===== src/rtl/assert_macros.svh =====
// Assertion helpers used by the rename bank core.
`ifndef ASSERT_MACROS_SVH
`define ASSERT_MACROS_SVH

`ifndef SYNTH

// The consequent must hold in the same cycle as the antecedent.
`define ASSERT_IMPLY(label, clk, rst_n, ante, cons) \
    label: assert property (@(posedge clk) disable iff (!(rst_n)) (ante) |-> (cons)) \
        else $error("assertion failed: same-cycle implication");

// The consequent must hold in the cycle after the antecedent.
`define ASSERT_NEXT(label, clk, rst_n, ante, cons) \
    label: assert property (@(posedge clk) disable iff (!(rst_n)) (ante) |=> (cons)) \
        else $error("assertion failed: next-cycle implication");

`else

`define ASSERT_IMPLY(label, clk, rst_n, ante, cons)
`define ASSERT_NEXT(label, clk, rst_n, ante, cons)

`endif

`endif


===== src/rtl/rrb_pkg.sv =====
`default_nettype none

package rrb_pkg;

    // Widest tag index any configuration needs (up to 256 tag slots).
    localparam int PICK_TAG_W = 8;

    localparam logic STATUS_OK     = 1'b0;
    localparam logic STATUS_NO_TAG = 1'b1;

    typedef enum logic {
        MODE_RENAME    = 1'b0,
        MODE_WRITEBACK = 1'b1
    } t_mode;

    typedef struct packed {
        logic                  found;
        logic [PICK_TAG_W-1:0] tag;
    } t_pick;

endpackage

`default_nettype wire


===== src/rtl/rrb_tag_pick.sv =====
`default_nettype none

module rrb_tag_pick #(
    parameter int ARCH_REGS = 32,
    parameter int TAG_SLOTS = 64
) (
    input  wire logic [TAG_SLOTS-1:0] i_tag_busy,
    output rrb_pkg::t_pick            o_pick
);

    // Priority encoder: the lowest free tag at or above ARCH_REGS wins.
    // Scanning downward lets each lower free tag overwrite a higher one.
    always_comb begin
        o_pick = '0;
        for (int t = TAG_SLOTS - 1; t >= ARCH_REGS; t--) begin
            if (!i_tag_busy[t]) begin
                o_pick.found = 1'b1;
                o_pick.tag   = rrb_pkg::PICK_TAG_W'(t);
            end
        end
    end

endmodule

`default_nettype wire


===== src/rtl/register_rename_bank_core.sv =====
// Channel   | Direction | Signals                                   | Handshake
// ----------+-----------+-------------------------------------------+-------------------
// command   | in        | i_mode, i_arch_reg, i_write_value         | start high, busy low
// result    | out       | o_result_index, o_status, o_was_renamed   | o_done, one cycle
//
// An item passes from acceptance through S_LOOK to its result strobe, and a
// writeback that hits a live mapping also passes through S_OWNER: the mapped tag
// must come out of the map memory before the tag owner memory can be read.
// busy drops in the cycle that shows the result, so the next item may start then.
// Synchronous active-low reset clears the state machine, the tag busy flags, the
// mapping valid flags and the written flags of the architectural values.
// The receiver cannot stall; each result is presented for exactly one cycle.

`default_nettype none

`include "assert_macros.svh"

module register_rename_bank_core #(
    parameter int ARCH_REGS  = 32,
    parameter int TAG_SLOTS  = 64,
    parameter int DATA_WIDTH = 32
) (
    input  wire logic               i_clk,
    input  wire logic               i_rst_n,
    input  wire logic               start,
    output logic                    busy,
    input  wire logic               i_mode,
    input  wire logic [4:0]         i_arch_reg,
    input  wire logic signed [31:0] i_write_value,
    output logic                    o_done,
    output logic [5:0]              o_result_index,
    output logic                    o_status,
    output logic                    o_was_renamed
);

    localparam int RW = $clog2(ARCH_REGS);
    localparam int TW = $clog2(TAG_SLOTS);

    typedef enum logic [1:0] {
        S_IDLE,
        S_LOOK,
        S_OWNER
    } t_state;

    t_state r_state;

    // Captured item.
    rrb_pkg::t_mode           r_mode;
    logic [4:0]               r_reg;
    logic [RW-1:0]            r_reg_idx;
    logic                     r_reg_ok;
    logic [DATA_WIDTH-1:0]    r_val;

    // Flip-flop state with reset values.
    logic [TAG_SLOTS-1:0]     r_tag_busy;
    logic [ARCH_REGS-1:0]     r_map_valid;
    logic [ARCH_REGS-1:0]     r_arch_written;

    // Memories.
    logic [TW-1:0]            mem_map_tag   [ARCH_REGS];
    logic [DATA_WIDTH-1:0]    mem_arch_val  [ARCH_REGS];
    logic [RW-1:0]            mem_tag_owner [TAG_SLOTS];
    logic [DATA_WIDTH-1:0]    mem_tag_val   [TAG_SLOTS];

    // Registered read data.
    logic                     r_map_valid_rd;
    logic [TW-1:0]            r_map_tag_rd;
    logic                     r_arch_written_rd;
    logic [DATA_WIDTH-1:0]    r_arch_rd;
    logic [RW-1:0]            r_owner_rd;

    // Result registers.
    logic                     r_done;
    logic [5:0]               r_result_index;
    logic                     r_status;
    logic                     r_was_renamed;

    rrb_pkg::t_pick           pick;
    logic [TW-1:0]            pick_tag;
    logic                     accept;
    logic [RW-1:0]            in_idx;
    logic                     in_reg_ok;
    logic                     do_alloc;
    logic                     do_arch_wr;
    logic                     do_own_rd;
    logic                     do_free;
    logic [DATA_WIDTH-1:0]    arch_eff;

    rrb_tag_pick #(
        .ARCH_REGS (ARCH_REGS),
        .TAG_SLOTS (TAG_SLOTS)
    ) u_tag_pick (
        .i_tag_busy (r_tag_busy),
        .o_pick     (pick)
    );

    assign pick_tag  = TW'(pick.tag);
    assign accept    = start && (r_state == S_IDLE);
    assign in_idx    = RW'(i_arch_reg);
    assign in_reg_ok = 32'(i_arch_reg) < 32'(ARCH_REGS);

    assign do_alloc   = (r_state == S_LOOK) && (r_mode == rrb_pkg::MODE_RENAME)
                        && r_reg_ok && pick.found;
    assign do_arch_wr = (r_state == S_LOOK) && (r_mode == rrb_pkg::MODE_WRITEBACK)
                        && r_reg_ok && !r_map_valid_rd;
    assign do_own_rd  = (r_state == S_LOOK) && (r_mode == rrb_pkg::MODE_WRITEBACK)
                        && r_reg_ok && r_map_valid_rd;
    assign do_free    = (r_state == S_OWNER);

    // An architectural value never written still reads as its reset value.
    assign arch_eff = r_arch_written_rd ? r_arch_rd : '0;

    always_ff @(posedge i_clk) begin
        if (!i_rst_n) begin
            r_state        <= S_IDLE;
            r_done         <= 1'b0;
            r_tag_busy     <= '0;
            r_map_valid    <= '0;
            r_arch_written <= '0;
        end else begin
            r_done <= 1'b0;
            case (r_state)
                S_IDLE: begin
                    if (accept) begin
                        r_mode         <= rrb_pkg::t_mode'(i_mode);
                        r_reg          <= i_arch_reg;
                        r_reg_idx      <= in_idx;
                        r_reg_ok       <= in_reg_ok;
                        r_val          <= DATA_WIDTH'(i_write_value);
                        r_map_valid_rd <= in_reg_ok && r_map_valid[in_idx];
                        r_arch_written_rd <= in_reg_ok && r_arch_written[in_idx];
                        r_state        <= S_LOOK;
                    end
                end
                S_LOOK: begin
                    r_was_renamed <= 1'b0;
                    if (r_mode == rrb_pkg::MODE_RENAME) begin
                        r_done  <= 1'b1;
                        r_state <= S_IDLE;
                        if (do_alloc) begin
                            r_tag_busy[pick_tag]   <= 1'b1;
                            r_map_valid[r_reg_idx] <= 1'b1;
                            r_result_index         <= 6'(pick_tag);
                            r_status               <= rrb_pkg::STATUS_OK;
                        end else begin
                            r_result_index <= '0;
                            r_status       <= rrb_pkg::STATUS_NO_TAG;
                        end
                    end else if (do_own_rd) begin
                        r_state <= S_OWNER;
                    end else begin
                        // Out-of-range register, or no mapping: report the register.
                        if (do_arch_wr) begin
                            r_arch_written[r_reg_idx] <= 1'b1;
                        end
                        r_done         <= 1'b1;
                        r_state        <= S_IDLE;
                        r_result_index <= 6'(r_reg);
                        r_status       <= rrb_pkg::STATUS_OK;
                    end
                end
                S_OWNER: begin
                    r_tag_busy[r_map_tag_rd] <= 1'b0;
                    r_map_valid[r_reg_idx]   <= 1'b0;
                    r_done                   <= 1'b1;
                    r_result_index           <= 6'(r_owner_rd);
                    r_status                 <= rrb_pkg::STATUS_OK;
                    r_was_renamed            <= 1'b1;
                    r_state                  <= S_IDLE;
                end
                default: begin
                    r_state <= S_IDLE;
                end
            endcase
        end
    end

    // Map and architectural value memories: read on acceptance, written at the end.
    always_ff @(posedge i_clk) begin
        if (accept) begin
            r_map_tag_rd <= mem_map_tag[in_idx];
            r_arch_rd    <= mem_arch_val[in_idx];
        end
        if (do_alloc) begin
            mem_map_tag[r_reg_idx] <= pick_tag;
        end else if (do_free) begin
            mem_map_tag[r_reg_idx] <= '0;
        end
        if (do_arch_wr) begin
            mem_arch_val[r_reg_idx] <= r_val;
        end
    end

    // Tag memories: owner read once the mapped tag is known.
    always_ff @(posedge i_clk) begin
        if (do_own_rd) begin
            r_owner_rd <= mem_tag_owner[r_map_tag_rd];
        end
        if (do_alloc) begin
            mem_tag_owner[pick_tag] <= r_reg_idx;
            mem_tag_val[pick_tag]   <= arch_eff;
        end else if (do_free) begin
            mem_tag_owner[r_map_tag_rd] <= '0;
            mem_tag_val[r_map_tag_rd]   <= r_val;
        end
    end

    assign busy           = (r_state != S_IDLE);
    assign o_done         = r_done;
    assign o_result_index = r_result_index;
    assign o_status       = r_status;
    assign o_was_renamed  = r_was_renamed;

    `ASSERT_IMPLY(a_done_when_idle, i_clk, i_rst_n, o_done, !busy)
    `ASSERT_NEXT(a_accept_goes_busy, i_clk, i_rst_n, start && !busy, busy && !o_done)
    `ASSERT_IMPLY(a_no_fail_and_free, i_clk, i_rst_n, o_done, !(o_status && o_was_renamed))
    `ASSERT_IMPLY(a_owner_needs_map, i_clk, i_rst_n, r_state == S_OWNER,
                  r_map_valid[r_reg_idx] && r_tag_busy[r_map_tag_rd])
    `ASSERT_IMPLY(a_pick_is_free, i_clk, i_rst_n, pick.found, !r_tag_busy[pick_tag])

endmodule

`default_nettype wire


===== config.mk =====
export PLATFORM = sky130hd
export DESIGN_NAME = register_rename_bank_core
export DESIGN_NICKNAME = d
export VERILOG_FILES = /design/src/rtl/rrb_pkg.sv /design/src/rtl/rrb_tag_pick.sv /design/src/rtl/register_rename_bank_core.sv
export VERILOG_INCLUDE_DIRS = /design/src /design/src/rtl
export SDC_FILE = /design/constraint.sdc
export NUM_CORES = 1
export LEC_CHECK = 0
export ABC_AREA = 1
export CORE_ASPECT_RATIO = 0.5
export CORE_MARGIN = 4
export CORE_UTILIZATION = 30
export DETAILED_ROUTE_END_ITERATION = 8
export DONT_BUFFER_PORTS = 1
export GPL_ROUTABILITY_DRIVEN = 0
export PLACE_DENSITY = 0.49
export SETUP_SLACK_MARGIN = 0.4
export SYNTH_ARGS = -nofsm -noshare
export SYNTH_HDL_FRONTEND = slang
export SYNTH_SLANG_ARGS = --single-unit

===== constraint.sdc =====
create_clock -name i_clk -period 4.2 [get_ports i_clk]
set_input_delay 0.63 -clock i_clk [delete_from_list [all_inputs] [get_ports i_clk]]
set_output_delay 0.63 -clock i_clk [all_outputs]
set_load 0.01 [all_outputs]

# [Word-level counts from Yosys, hierarchy flattened]
# Memories as Yosys holds them, arrays and structs flattened. A register that Yosys moved wholly into a read port is not among the register bits.
# Cells that the tools add are included.
[op_classes] n_addsub=0 n_mul=0 div=0 order_cmp=7 n_eq_ne=6 shifts=0 muxes=71 bitwise_logic=8 reduce_logical=16
[op_table] op="$mux W9" count=32
[op_table] op="$mux W64" count=2
[op_table] op="$pmux W64 S2" count=1
[op_table] op="$and A64 B64 Y64" count=1
[op_table] op="$mux W32" count=2
[op_table] op="$not A64 Y64" count=1
[op_table] op="$or A64 B64 Y64" count=1
[op_table] op="$pmux W32 S2" count=1
[op_table] op="$and A32 B32 Y32" count=1
[op_table] op="$not A32 Y32" count=1
[op_table] op="$or A32 B32 Y32" count=1
[op_table] op="$mux W6" count=5
[op_table] op="$mux W1" count=15
[op_table] op="$lt A6 B7 Y1 const B" count=2
[op_table] op="$demux W1 S6" count=2
[op_table] op="$ge A6 B1 Y1 const B" count=2
[op_table] op="$lt A5 B6 Y1 const B" count=2
[op_table] op="$pmux W6 S2" count=1
[op_table] op="$reduce_and A3 Y1" count=3
[op_table] op="$logic_and A1 B1 Y1" count=8
[op_table] op="$mux W2" count=3
[op_table] op="$ne A2 B2 Y1 const B" count=3
[op_table] op="$pmux W1 S2" count=3
[op_table] op="$bmux W1 S5" count=1
[op_table] op="13 further kinds" count=14
[totals] reg_bits=114 latchBits=0 ram_bits=512 mem_bits_ro=0 input_bits=41 out_inout_bits=10 word_cells=120 n_memories=2
[mem_list] name="mem_tag_owner" depth=64 width=5 rd=1 rd_ports_with_merged_regs=1 wr=1 line="register_rename_bank_core.sv:62" source="logic [RW-1:0] mem_tag_owner [TAG_SLOTS];"
[mem_list] name="mem_map_tag" depth=32 width=6 rd=1 rd_ports_with_merged_regs=1 wr=1 line="register_rename_bank_core.sv:60" source="logic [TW-1:0] mem_map_tag [ARCH_REGS];"

# [Depth between registers and ports, before layout]
# Gate-level depths: netlist of the first run.
[logic_depth] ltp_word=40 depth_mapped=35 depth_no_buf=35

# [By module]
# Synthesis of the first run repeated with hierarchy kept, for this count alone.
[hier_totals] cells_unflattened=3025 hier_area_um2=28237.1
[by_module_without_submodules] module="register_rename_bank_core" n_inst=1 cells_each=2943 area_per_inst_um2=27871.7 seq_area_each_um2=18137.4
[by_module_without_submodules] module="rrb_tag_pick" n_inst=1 cells_each=82 area_per_inst_um2=365.4 seq_area_each_um2=0.0

# [Least setup slack after synthesis of the first run]
# OpenSTA, ideal clock, no wires.
[synth_timing] path_type="register to register" from="reg r_tag_busy[62]" to="mem mem_tag_owner[14][0] (netlist name), enable pin" setup_time_ns=0.340 t_arrival_ns=3.134 required_ns=3.860 setup_slack_ns=0.727 path_stages_with_launch=22 n_path_buf=0 synth_period_minus_slack_ns=3.473 cell_sequence="dfxtp_1 > nand2_1 > nand3_1 > nand3_1 > nand3_1 > a31oi_1 > nor2_1 > nor2_1 > nor2_1 > nor2_1 > nor2_1 > nor2_1 > o211ai_1 > a31oi_1 > inv_1 > nor2_1 > inv_1 > o21ai_2 > inv_1 > nor2_4 > nand3_2 > nor2_1"
[synth_between] elab_chain_cells=36 elab_cells_between_ends=39 classes_between="mux: 37; reduce/logical: 2"
[synth_rtl] item="from (decl)" line="register_rename_bank_core.sv:55" source="logic [TAG_SLOTS-1:0] r_tag_busy;"
[synth_rtl] item="from (signal assigned)" line="register_rename_bank_core.sv:117" source="r_tag_busy <= '0;"
[synth_rtl] item="from (signal, indexed assignment)" line="register_rename_bank_core.sv:141" source="r_tag_busy[pick_tag] <= 1'b1;"
[synth_rtl] item="from (signal, indexed assignment)" line="register_rename_bank_core.sv:163" source="r_tag_busy[r_map_tag_rd] <= 1'b0;"
[synth_rtl] item="$mux W9 (*) (31 in series)" line="rrb_tag_pick.sv:16" source="if (!i_tag_busy[t]) begin"
[synth_rtl] item="$logic_and A1 B1 Y1" line="register_rename_bank_core.sv:103" source="&& r_reg_ok && pick.found;"
[synth_rtl] item="$mux W1" line="register_rename_bank_core.sv:199" source="if (do_alloc) begin"
[synth_rtl] item="$mux W1"
[synth_rtl] item="$reduce_or A5 Y1 (no line)"
[synth_rtl] item="$mux W6 (no line) or $mux W1 (tied branches)"
[synth_rtl] item="to (decl)" line="register_rename_bank_core.sv:62"
# Every way passes the cells marked *; elsewhere a longest branch is shown, timed or not.

# [Worst setup path in the final report of the first run]
[layout_timing] from="reg r_tag_busy[57]" to="mem mem_tag_owner[27][0] (netlist name), enable pin"
[layout_between] elab_chain_cells=31 elab_cells_between_ends=34 classes_between="mux: 32; reduce/logical: 2"
[layout_rtl] item="$mux W9 (*) (26 in series)" line="rrb_tag_pick.sv:16"
[layout_rtl] item="$logic_and A1 B1 Y1" line="register_rename_bank_core.sv:103"
[layout_rtl] item="$mux W1" line="register_rename_bank_core.sv:199"
[layout_rtl] item="$mux W1"
[layout_rtl] item="$reduce_or A5 Y1 (no line)"
[layout_rtl] item="$mux W6 (no line) or $mux W1 (tied branches)"
# Marks and branches as above.

==> results.sh, run 1 <==
export IMPL_area_of_all_sequential_standard_cells_mm2=0.0175
export IMPL_syn_warnings=0
export IMPL_max_slew_worst_pin_slew_ns=1.09
export IMPL_antenna_cells=0
export IMPL_boundaryPins=51
export IMPL_final_hold_violation_count=0
export IMPL_synthTopCellsByArea="edfxtp_1 66%, dfxtp_1 5.5%, nand2_1 4.7%"
export IMPL_routedWlPerCell_um=21.1
export IMPL_unrepaired_setup_endpoints_after_global_routing="true"
export IMPL_tritoncts="built"
export IMPL_postLayoutSetupSlackWorst_ns=0.521
export IMPL_drt_drc_violations_left=0
export IMPL_top_layer="met4"
export IMPL_postSynth_topFlopCell="edfxtp_1"
export IMPL_finalSetupViolCount=0
export IMPL_synth_area_mm2=0.0246
export IMPL_timing_critical_path_required_ns=4.49
export IMPL_placement_rows=73
export IMPL_synth_seq_area_share_pct=71.2
export IMPL_final_min_clock_period_ns=3.68
export IMPL_syn_inst=2046
export IMPL_maxSlewHeadroom_pct=27.1
export IMPL_switching_power_share_of_the_total_pct=23.5
export IMPL_final_setup_skew_ns=0.0594
export IMPL_drt_pass1_iter_count=5
export IMPL_post_route_period_util_pct=87.6
export IMPL_count_of_state_elements_after_synthesis=605
export IMPL_power_switching_mw=3.02
export IMPL_power_density_cell_area_mw_per_mm2=458
export IMPL_relative_contribution_of_the_clock_network_to_total_power_pct=41.1
export IMPL_hold_buffers=0
export IMPL_max_vdd_ir_drop_v=0.000323
export IMPL_grt_antenna_before_repair=1
export IMPL_gr_total_overflow=0
export IMPL_power_frac_comb_pct=7.2
export IMPL_leakagePower_nw=8.90
export IMPL_port_buffers=0
export IMPL_drt_vias_per_instance=5.04
export IMPL_crit_path_start_kind="register"
export IMPL_clock_latency_ns=0.65
export IMPL_nFillCells=7868
export IMPL_most_frequent_cell_after_synthesis="edfxtp_1"
export IMPL_instances_no_fill=3182
export IMPL_design_core_area_mm2=0.0803
export IMPL_reg2reg_setup_slack_ns=0.52
export IMPL_final_layout_size_suffix_gt1_share_pct=11.0
export IMPL_min_delay_path_class="in2reg"
export IMPL_run_status="completed"
export IMPL_max_fanout_on_critical_path=8
export IMPL_grt_start_max_net_pins=115
export IMPL_clock_sinks=605
export IMPL_number_of_max_cap_violations=0
export IMPL_postSynth_asyncResetShare_pct=0
export IMPL_post_synth_most_frequent_cells="538 x edfxtp_1, 310 x nand2_1, 283 x nor2_1, 166 x o21ai_0, 101 x clkbuf_1"
export IMPL_holdCritStartpoint="i_mode"
export IMPL_hold_path_endpoint="r_mode"
export IMPL_critical_path_arrival_ns=3.96
export IMPL_num_cts_buffers=57
export IMPL_die_area_mm2=0.0868
export IMPL_drt_met1_wl_um=31800
export IMPL_wirelength_um=67100
export IMPL_wire_length_of_the_first_global_routing_pass_um=100000
export IMPL_dp_worst_setup_slack_ns=0.396
export IMPL_start_util_pct=30.6
export IMPL_cts_max_path_buffers=3
export IMPL_synthToLayoutAreaGrowth_pct=14.2
export IMPL_finish_net_count=2091
export IMPL_final_setup_tns_ns=0
export IMPL_post_synthesis_cell_type_count=45
export IMPL_seq_pwr_share_pct=51.6
export IMPL_report_final_slew_viol_count=0
export IMPL_min_delay_path_depth=0
export IMPL_worst_r2r_cell_count=14
export IMPL_synth_edf_count=538
export IMPL_dieWidth_um=413
export IMPL_setup_worst_path_class="reg2reg"
export IMPL_routed_wl_met3_um=3620
export IMPL_post_synth_top_area_fraction_pct=65.8
export IMPL_timing_rr_start="r_tag_busy[57]"
export IMPL_multiInputGateArea_mm2=0.00647
export IMPL_ant_nets=0
export IMPL_cts_max_level=2
export IMPL_maxClockFrequency_mhz=272
export IMPL_cts_root_buffer_cell="clkbuf_16"
export IMPL_worst_setup_path_end_kind="register"
export IMPL_grt_pass1_vias=15458
export IMPL_p_int_mw=9.82
export IMPL_dieHeight_um=210
export IMPL_clkSlewWorstSetupHoldPaths_ns=0.06
export IMPL_globalRouteTotalUtil_pct=15.2
export IMPL_worst_r2r_endpoint="mem_tag_owner[27][0]"
export IMPL_via_total_after_detailed_routing=16043
export IMPL_avgSynthCellArea_um2=12.0
export IMPL_first_iteration_detailed_routing_drc_count=1350
export IMPL_met2RoutedLength_um=30200
export IMPL_dpl_hpwl_um=40000
export IMPL_net_count_after_synthesis=2090
export IMPL_numPlacedInstances=3075
export IMPL_netlist_top_cell_by_area="edfxtp_1"
flip-flops by register name (all words and copies together) (netlist names), named ones only:
name,cells
r_tag_busy,32
mem_tag_owner,320
r_map_tag_rd,6
o_done,1
o_was_renamed,1
r_reg_idx,5
r_mode,1
mem_map_tag,192
r_owner_rd,5
r_state,2
o_status,1
r_map_valid_rd,1
o_result_index,6
how the worst max path moves through the flow:
stage	from	endpoint	slack, ns	cells past startpoint
final	r_tag_busy[57]	mem_tag_owner[27][0]	0.52	14
after global placement	r_tag_busy[56]	mem_tag_owner[43][4]	0.40	14
after detailed placement	r_tag_busy[56]	mem_tag_owner[20][1]	0.40	14
after global routing	r_tag_busy[57]	mem_tag_owner[43][0]	0.22	14
after floorplan	r_tag_busy[62]	mem_tag_owner[14][0]	0.73	21
after CTS	r_tag_busy[57]	mem_tag_owner[20][1]	0.40	14
power groups by stage:
stage | Combinational, mW | Sequential [mW] | Clock (mW)
after floorplan | 0.556 | 6.75 | 0
after global placement | 0.921 | 6.76 | 0
final | 0.929 | 6.63 | 5.29
after global routing | 1.00 | 6.63 | 5.67
after CTS | 0.925 | 6.63 | 5.41
after detailed placement | 0.923 | 6.76 | 0
worst max-delay path, stage by stage, from the launching register on:
cell	delay (ns)
dfxtp_1	0.35
inv_1	0.07
nor4_1	0.45
nand2_1	0.15
nor2_1	0.16
nand2_1	0.15
nand3_2	0.12
inv_2	0.07
nor2_4	0.16
inv_1	0.19
nand2_1	0.14
o21ai_1	0.16
a21oi_1	0.37
nand2_1	0.30
nor2_1	0.48
cell usage in the layout, fill, tap and decap left out, types with 42 or more instances in the layout:
cell,instances
a21oi_1,99
buf_4,52
clkbuf_16,60
dfxtp_1,67
edfxtp_1,538
inv_1,99
nand2_1,309
nand3_1,51
nor2_1,225
nor2_2,51
nor3_1,42
o21ai_0,165
o221ai_1,47
cell families (layout without fill, tap and decap cells):
logic type	after synthesis	count (layout)	synth area share (%)
AND/OR/NAND/NOR	745	745	12.8
flip-flops	605	605	71.2
AO/OA/AOI/OAI	476	476	12.5
buffers and inverters	217	266	3.36
adder cells (fa/ha/maj)	3	3	0.153
area by class of cell:
class | count | share of cell area, %
Timing Repair Buffer | 54 | 1.53
Sequential cell | 605 | 62.4
Tap cell | 1087 | 4.85
Inverter | 105 | 1.41
Clock buffer | 86 | 5.92
Clock inverter | 21 | 0.843
Multi-Input combinational cell | 1224 | 23.1
metal layers:
metal / GRT usage [%] / vias to the layer above
li1: - / 7524
met4: 3.77 / 0
met3: 2.66 / 80
met1: 22.3 / 8042
met5: 0 / -
met2: 23.5 / 397
stage by stage:
step	cell area [um^2]	util, %	hold slack [ns]	power [mW]
final	28000	34.9	0.0945	12.8
after floorplan	24600	-	0.436	7.30
after CTS	27900	34.8	0.0510	13.0
after global routing	28000	34.9	0.0522	13.3
after detailed placement	26000	32.4	0.447	7.68
after global placement	26000	32.4	0.444	7.68
timing repair:
| action | CTS | global route |
|---|---|---|
| setup endpoints to repair | 0 | 305 |
| resized for setup | 0 | 54 |
| buffers inserted | 0 | 0 |
Note: power is estimated with default switching activity, not from simulation.
==> inputs of run 2 (changes only) <==
--- a/config.mk
+++ b/config.mk
@@ -7,13 +7,15 @@
 export NUM_CORES = 1
 export LEC_CHECK = 0
 export ABC_AREA = 1
+export CELL_PAD_IN_SITES_DETAIL_PLACEMENT = 1
+export CELL_PAD_IN_SITES_GLOBAL_PLACEMENT = 2
 export CORE_ASPECT_RATIO = 0.5
 export CORE_MARGIN = 4
 export CORE_UTILIZATION = 30
 export DETAILED_ROUTE_END_ITERATION = 8
 export DONT_BUFFER_PORTS = 1
 export GPL_ROUTABILITY_DRIVEN = 0
-export PLACE_DENSITY = 0.49
+export PLACE_DENSITY = 0.62
 export SETUP_SLACK_MARGIN = 0.4
 export SYNTH_ARGS = -nofsm -noshare
 export SYNTH_HDL_FRONTEND = slang
==> constraint.sdc (replaced) <==
create_clock -name i_clk -period 4.2 [get_ports i_clk]
set_input_delay 0.63 -clock i_clk [delete_from_list [all_inputs] [get_ports i_clk]]
set_output_delay 0.63 -clock i_clk [all_outputs]
set_load 0.1 [all_outputs]
==> results.sh, run 2 (synthesis gave the netlist of run 1 again) <==
export IMPL_max_vdd_ir_drop_v=0.000325
export IMPL_max_slew_worst_pin_slew_ns=1.22
export IMPL_final_setup_tns_ns=0
export IMPL_maxClockFrequency_mhz=274
export IMPL_dp_worst_setup_slack_ns=0.335
export IMPL_final_min_clock_period_ns=3.65
export IMPL_num_cts_buffers=58
export IMPL_clock_latency_ns=0.64
export IMPL_leakagePower_nw=8.92
export IMPL_finish_net_count=2102
export IMPL_p_int_mw=9.81
export IMPL_hold_buffers=0
export IMPL_instances_no_fill=3191
export IMPL_min_delay_path_depth=0
export IMPL_worst_setup_path_end_kind="register"
export IMPL_port_buffers=0
export IMPL_whs_ns=0.111
export IMPL_number_of_max_cap_violations=0
export IMPL_max_fanout_on_critical_path=8
export IMPL_power_frac_comb_pct=7.3
export IMPL_finalPower_mw=12.9
export IMPL_critical_path_arrival_ns=3.92
export IMPL_dieWidth_um=413
export IMPL_cts_max_level=2
export IMPL_wire_length_of_the_first_global_routing_pass_um=110000
export IMPL_clkSlewWorstSetupHoldPaths_ns=0.06
export IMPL_registers_with_the_highest_flip_flop_counts="mem_tag_owner x320, mem_map_tag x192, r_tag_busy x32"
export IMPL_power_density_cell_area_mw_per_mm2=460
export IMPL_power_switching_mw=3.11
export IMPL_finalSetupViolCount=0
export IMPL_min_delay_path_class="in2reg"
export IMPL_postLayoutSetupSlackWorst_ns=0.551
export IMPL_unrepaired_setup_endpoints_after_global_routing="true"
export IMPL_boundaryPins=51
export IMPL_commonest_non_fill_non_tap_cell_in_the_layout="edfxtp_1"
export IMPL_grt_start_max_net_pins=115
export IMPL_largest_register_ff_count=320
export IMPL_tritoncts="built"
export IMPL_post_route_period_util_pct=86.9
export IMPL_clock_sinks=605
export IMPL_via_total_after_detailed_routing=16196
export IMPL_antenna_cells=0
export IMPL_die_area_mm2=0.0868
export IMPL_drt_drc_violations_left=0
export IMPL_cts_max_path_buffers=3
export IMPL_final_layout_size_suffix_gt1_share_pct=10.9
export IMPL_report_final_slew_viol_count=0
export IMPL_placement_rows=73
export IMPL_drt_vias_per_instance=5.08
export IMPL_final_hold_violation_count=0
export IMPL_worst_r2r_cell_count=14
export IMPL_ant_nets=0
export IMPL_layout_cells_most_common_list="538 x edfxtp_1, 310 x nand2_1, 232 x nor2_1"
export IMPL_run_status="completed"
export IMPL_finalCoreUtilization_pct=35.0
export IMPL_cts_root_buffer_cell="clkbuf_16"
export IMPL_postPlaceCellArea_mm2=0.0261
export IMPL_globalRouteTotalUtil_pct=16.7
export IMPL_seq_pwr_share_pct=51.6
export IMPL_synthToLayoutAreaGrowth_pct=14.3
export IMPL_final_setup_skew_ns=0.0289
export IMPL_maxSlewHeadroom_pct=18.3
export IMPL_timing_critical_path_required_ns=4.48
export IMPL_crit_path_start_kind="register"
export IMPL_dpl_hpwl_um=44800
export IMPL_top_register="mem_tag_owner"
export IMPL_numPlacedInstances=3085
export IMPL_setup_worst_path_class="reg2reg"
export IMPL_start_util_pct=30.6
export IMPL_nFillCells=8552
export IMPL_first_iteration_detailed_routing_drc_count=1174
export IMPL_grt_antenna_before_repair=0
export IMPL_relative_contribution_of_the_clock_network_to_total_power_pct=41.1
export IMPL_gr_total_overflow=0
export IMPL_routedWlPerCell_um=22.9
export IMPL_wirelength_um=73100
export IMPL_dieHeight_um=210
export IMPL_switching_power_share_of_the_total_pct=24.1
export IMPL_cell_area_after_layout_mm2=0.0281
export IMPL_design_core_area_mm2=0.0803
export IMPL_grt_pass1_vias=16736
export IMPL_drt_pass1_iter_count=5
## run 2: changes by cell type in the layout (fill, tap and decap cells not counted), moves of 2 or more
| cell | change |
|---|---|
| buf_4 | +10 |
| bufinv_16 | +2 |
| clkbuf_1 | -3 |
| clkbuf_8 | -5 |
| clkinv_1 | +7 |
| clkinv_2 | -2 |
| clkinv_8 | +2 |
| clkinvlp_4 | +3 |
| nor2_1 | +7 |
| nor2_2 | -4 |
| nor2_4 | -3 |
| nor3_1 | -3 |
| nor3_2 | +3 |
## run 2: worst paths after layout
path,slack (ns),endpoint,from
worst max-delay path,0.55,mem_tag_owner[24][4],r_tag_busy[56]
worst min-delay path,0.11,r_mode,i_mode
worst max register to register,0.55,mem_tag_owner[24][4],r_tag_busy[56]
worst min register to register,0.46,register,register
## run 2: metal layers
layer | global-route usage, % | up-vias | wire [um]
met5 | 0 | - | 0
met4 | 3.48 | 0 | 1150
met3 | 2.32 | 85 | 2610
met2 | 27.2 | 260 | 34100
met1 | 24.0 | 8303 | 35200
li1 | - | 7548 | -
## run 2: final cells by class
cell class	instances	area, um^2	area share [%]
Tap cell	1087	1360	4.84
Inverter	105	395	1.41
Clock buffer	77	1550	5.53
Sequential cell	605	17500	62.3
Clock inverter	29	315	1.12
Multi-Input combinational cell	1224	6450	23.0
Timing Repair Buffer	64	505	1.80
## run 2: power by group through the flow
stage               combinational (mW)  clock (mW)  sequential [mW]
floorplan                        0.566           0             6.78
global placement                 0.951           0             6.80
detailed placement               0.958           0             6.80
CTS                              0.962        5.44             6.67
global route                      1.04        5.70             6.67
finish                           0.948        5.30             6.67
## run 2: worst max-delay path, stage by stage, from the launching register on
cell     delay (ns)
dfxtp_1        0.35
inv_1          0.08
nor4_1         0.41
nand2_1        0.14
nor2_1         0.17
nand2_1        0.18
nand3_2        0.13
inv_2          0.07
nor2_4         0.19
inv_1          0.20
nand2_1        0.16
o21ai_1        0.17
a21oi_1        0.25
nand2_1        0.31
nor2_1         0.49
## run 2: timing repair
action                                  4_1_cts  5_1_grt
buffers inserted                              0        0
endpoints found under the hold margin         0        0
resized for setup                             1       42
endpoints found under the setup margin       30      263
==> inputs of run 3 (changes only) <==
--- a/config.mk
+++ b/config.mk
@@ -8,14 +8,14 @@
 export LEC_CHECK = 0
 export ABC_AREA = 1
 export CELL_PAD_IN_SITES_DETAIL_PLACEMENT = 1
-export CELL_PAD_IN_SITES_GLOBAL_PLACEMENT = 2
+export CELL_PAD_IN_SITES_GLOBAL_PLACEMENT = 1
 export CORE_ASPECT_RATIO = 0.5
 export CORE_MARGIN = 4
 export CORE_UTILIZATION = 30
 export DETAILED_ROUTE_END_ITERATION = 8
 export DONT_BUFFER_PORTS = 1
 export GPL_ROUTABILITY_DRIVEN = 0
-export PLACE_DENSITY = 0.62
+export PLACE_DENSITY = 0.55
 export SETUP_SLACK_MARGIN = 0.4
 export SYNTH_ARGS = -nofsm -noshare
 export SYNTH_HDL_FRONTEND = slang
==> results.sh, run 3 (synthesis gave the netlist of run 1 again) <==
export IMPL_run_status="completed"
export IMPL_number_of_max_cap_violations=0
export IMPL_routedWlPerCell_um=22.8
export IMPL_cts_max_level=2
export IMPL_unrepaired_setup_endpoints_after_global_routing="true"
export IMPL_num_cts_buffers=59
export IMPL_boundaryPins=51
export IMPL_whs_ns=0.0909
export IMPL_reg2reg_setup_slack_ns=0.54
export IMPL_ant_nets=0
export IMPL_max_fanout_on_critical_path=8
export IMPL_report_final_slew_viol_count=0
export IMPL_postPlaceCellArea_mm2=0.0261
export IMPL_nFillCells=8581
export IMPL_final_min_clock_period_ns=3.66
export IMPL_gr_total_overflow=0
export IMPL_first_iteration_detailed_routing_drc_count=1097
export IMPL_max_slew_worst_pin_slew_ns=1.13
export IMPL_drt_vias_per_instance=5.13
export IMPL_start_util_pct=30.6
export IMPL_hold_buffers=0
export IMPL_relative_contribution_of_the_clock_network_to_total_power_pct=41.2
export IMPL_worst_setup_path_end_kind="register"
export IMPL_port_buffers=0
export IMPL_wire_length_of_the_first_global_routing_pass_um=109000
export IMPL_min_delay_path_class="in2reg"
export IMPL_setup_worst_path_class="reg2reg"
export IMPL_post_route_period_util_pct=87.1
export IMPL_maxSlewHeadroom_pct=24.1
export IMPL_design_core_area_mm2=0.0803
export IMPL_layout_cells_most_common_list="538 x edfxtp_1, 306 x nand2_1, 212 x nor2_1"
export IMPL_timing_critical_path_required_ns=4.50
export IMPL_final_hold_violation_count=0
export IMPL_via_total_after_detailed_routing=16441
export IMPL_die_area_mm2=0.0868
export IMPL_maxClockFrequency_mhz=273
export IMPL_seq_pwr_share_pct=51.4
export IMPL_grt_start_max_net_pins=115
export IMPL_power_density_cell_area_mw_per_mm2=457
export IMPL_final_layout_size_suffix_gt1_share_pct=12.3
export IMPL_antenna_cells=0
export IMPL_finalSetupViolCount=0
export IMPL_top_register="mem_tag_owner"
export IMPL_finalCoreUtilization_pct=35.4
export IMPL_placement_rows=73
export IMPL_cell_area_after_layout_mm2=0.0284
export IMPL_power_frac_comb_pct=7.4
export IMPL_dieHeight_um=210
export IMPL_final_setup_skew_ns=0.0343
export IMPL_p_int_mw=9.85
export IMPL_switching_power_share_of_the_total_pct=24.1
export IMPL_numPlacedInstances=3084
export IMPL_instances_no_fill=3202
export IMPL_clock_latency_ns=0.64
export IMPL_critical_path_arrival_ns=3.95
export IMPL_crit_family="simple AND/OR/NAND/NOR gates"
export IMPL_cts_root_buffer_cell="clkbuf_16"
export IMPL_crit_path_start_kind="register"
export IMPL_max_vdd_ir_drop_v=0.000298
export IMPL_crit_buf_inv=3
export IMPL_wirelength_um=72900
export IMPL_dpl_hpwl_um=43400
export IMPL_dieWidth_um=413
export IMPL_timing_critical_path_slowest_stage_cell="nor2_2"
export IMPL_finalPower_mw=13.0
export IMPL_cpPeakStageDelay_ns=0.45
export IMPL_cts_max_path_buffers=3
export IMPL_registers_with_the_highest_flip_flop_counts="mem_tag_owner x320, mem_map_tag x192, r_tag_busy x32"
export IMPL_grt_pass1_vias=16910
export IMPL_finish_net_count=2109
export IMPL_power_switching_mw=3.13
export IMPL_postLayoutSetupSlackWorst_ns=0.543
export IMPL_leakagePower_nw=9.00
export IMPL_clock_sinks=605
export IMPL_dp_worst_setup_slack_ns=0.467
export IMPL_final_setup_tns_ns=0
export IMPL_globalRouteTotalUtil_pct=16.6
export IMPL_clkSlewWorstSetupHoldPaths_ns=0.07
export IMPL_drt_drc_violations_left=0
export IMPL_crit_chain="inv_1 > nor4_1 > nand2_1 > nor2_1 > nand2_1 > nand3_2 > inv_2 > nor2_4 > inv_1 > nand2_1 > nand2_1 > nor2_1 > nand2_1 > nor2_2"
export IMPL_path_common_cell="nand2_1"
export IMPL_synthToLayoutAreaGrowth_pct=15.7
export IMPL_commonest_non_fill_non_tap_cell_in_the_layout="edfxtp_1"
export IMPL_drt_pass1_iter_count=5
export IMPL_grt_antenna_before_repair=0
export IMPL_largest_register_ff_count=320
export IMPL_tritoncts="built"
==> run 3: cell types whose count changed in the layout (fill, tap and decap cells not counted), sizes merged <==
cell | previous run | this run
buf | 64 | 70
clkinv | 24 | 21
bufinv | 6 | 4
clkinvlp | 3 | 2
inv | 101 | 102
clkbuf | 77 | 87
==> run 3: repair_timing <==
item	4_1_cts	5_1_grt
gates resized for setup	0	95
setup buffers	0	7
endpoints found under the setup margin	0	309
==> run 3: worst paths after layout <==
check / startpoint / to / cells after the start
setup / recovery: r_tag_busy[56] / mem_tag_owner[7][1] / 14
setup reg to reg: r_tag_busy[56] / mem_tag_owner[7][1] / 14
hold / removal: i_mode / r_mode / 0
hold reg to reg: register / register / 2
==> run 3: worst register-to-register path, cell delays in order, from the launching register on <==
cell     delay, ns
dfxtp_1       0.36
inv_1         0.08
nor4_1        0.39
nand2_1       0.13
nor2_1        0.21
nand2_1       0.16
nand3_2       0.12
inv_2         0.07
nor2_4        0.15
inv_1         0.19
nand2_1       0.27
nand2_1       0.14
nor2_1        0.19
nand2_1       0.40
nor2_2        0.45
==> run 3: layout make-up <==
cell class	instances	area, um^2	area share [%]
clock buffer	87	1670	5.88
clock inverter	24	241	0.849
inverter	105	395	1.39
multi-input combinational	1224	6650	23.4
sequential	605	17500	61.5
tap	1087	1360	4.78
timing repair buffer	70	613	2.16
==> run 3: routing by layer <==
metal	up-vias	routed length [um]	part of all wire [%]	GRT usage [%]
met4	0	1350	1.8	3.62
met2	292	34000	47	27.3
met3	87	3340	4.6	2.51
li1	7568	-	-	-
met1	8494	34200	47	23.4
met5	-	0	0	0
==> run 3: power groups by stage <==
stage | Combinational [mW] | Clock [mW] | Sequential, mW
floorplan | 0.566 | 0 | 6.78
detailed placement | 0.948 | 0 | 6.80
CTS | 0.952 | 5.49 | 6.67
global route | 1.05 | 5.75 | 6.67
finish | 0.965 | 5.35 | 6.67
global placement | 0.942 | 0 | 6.80
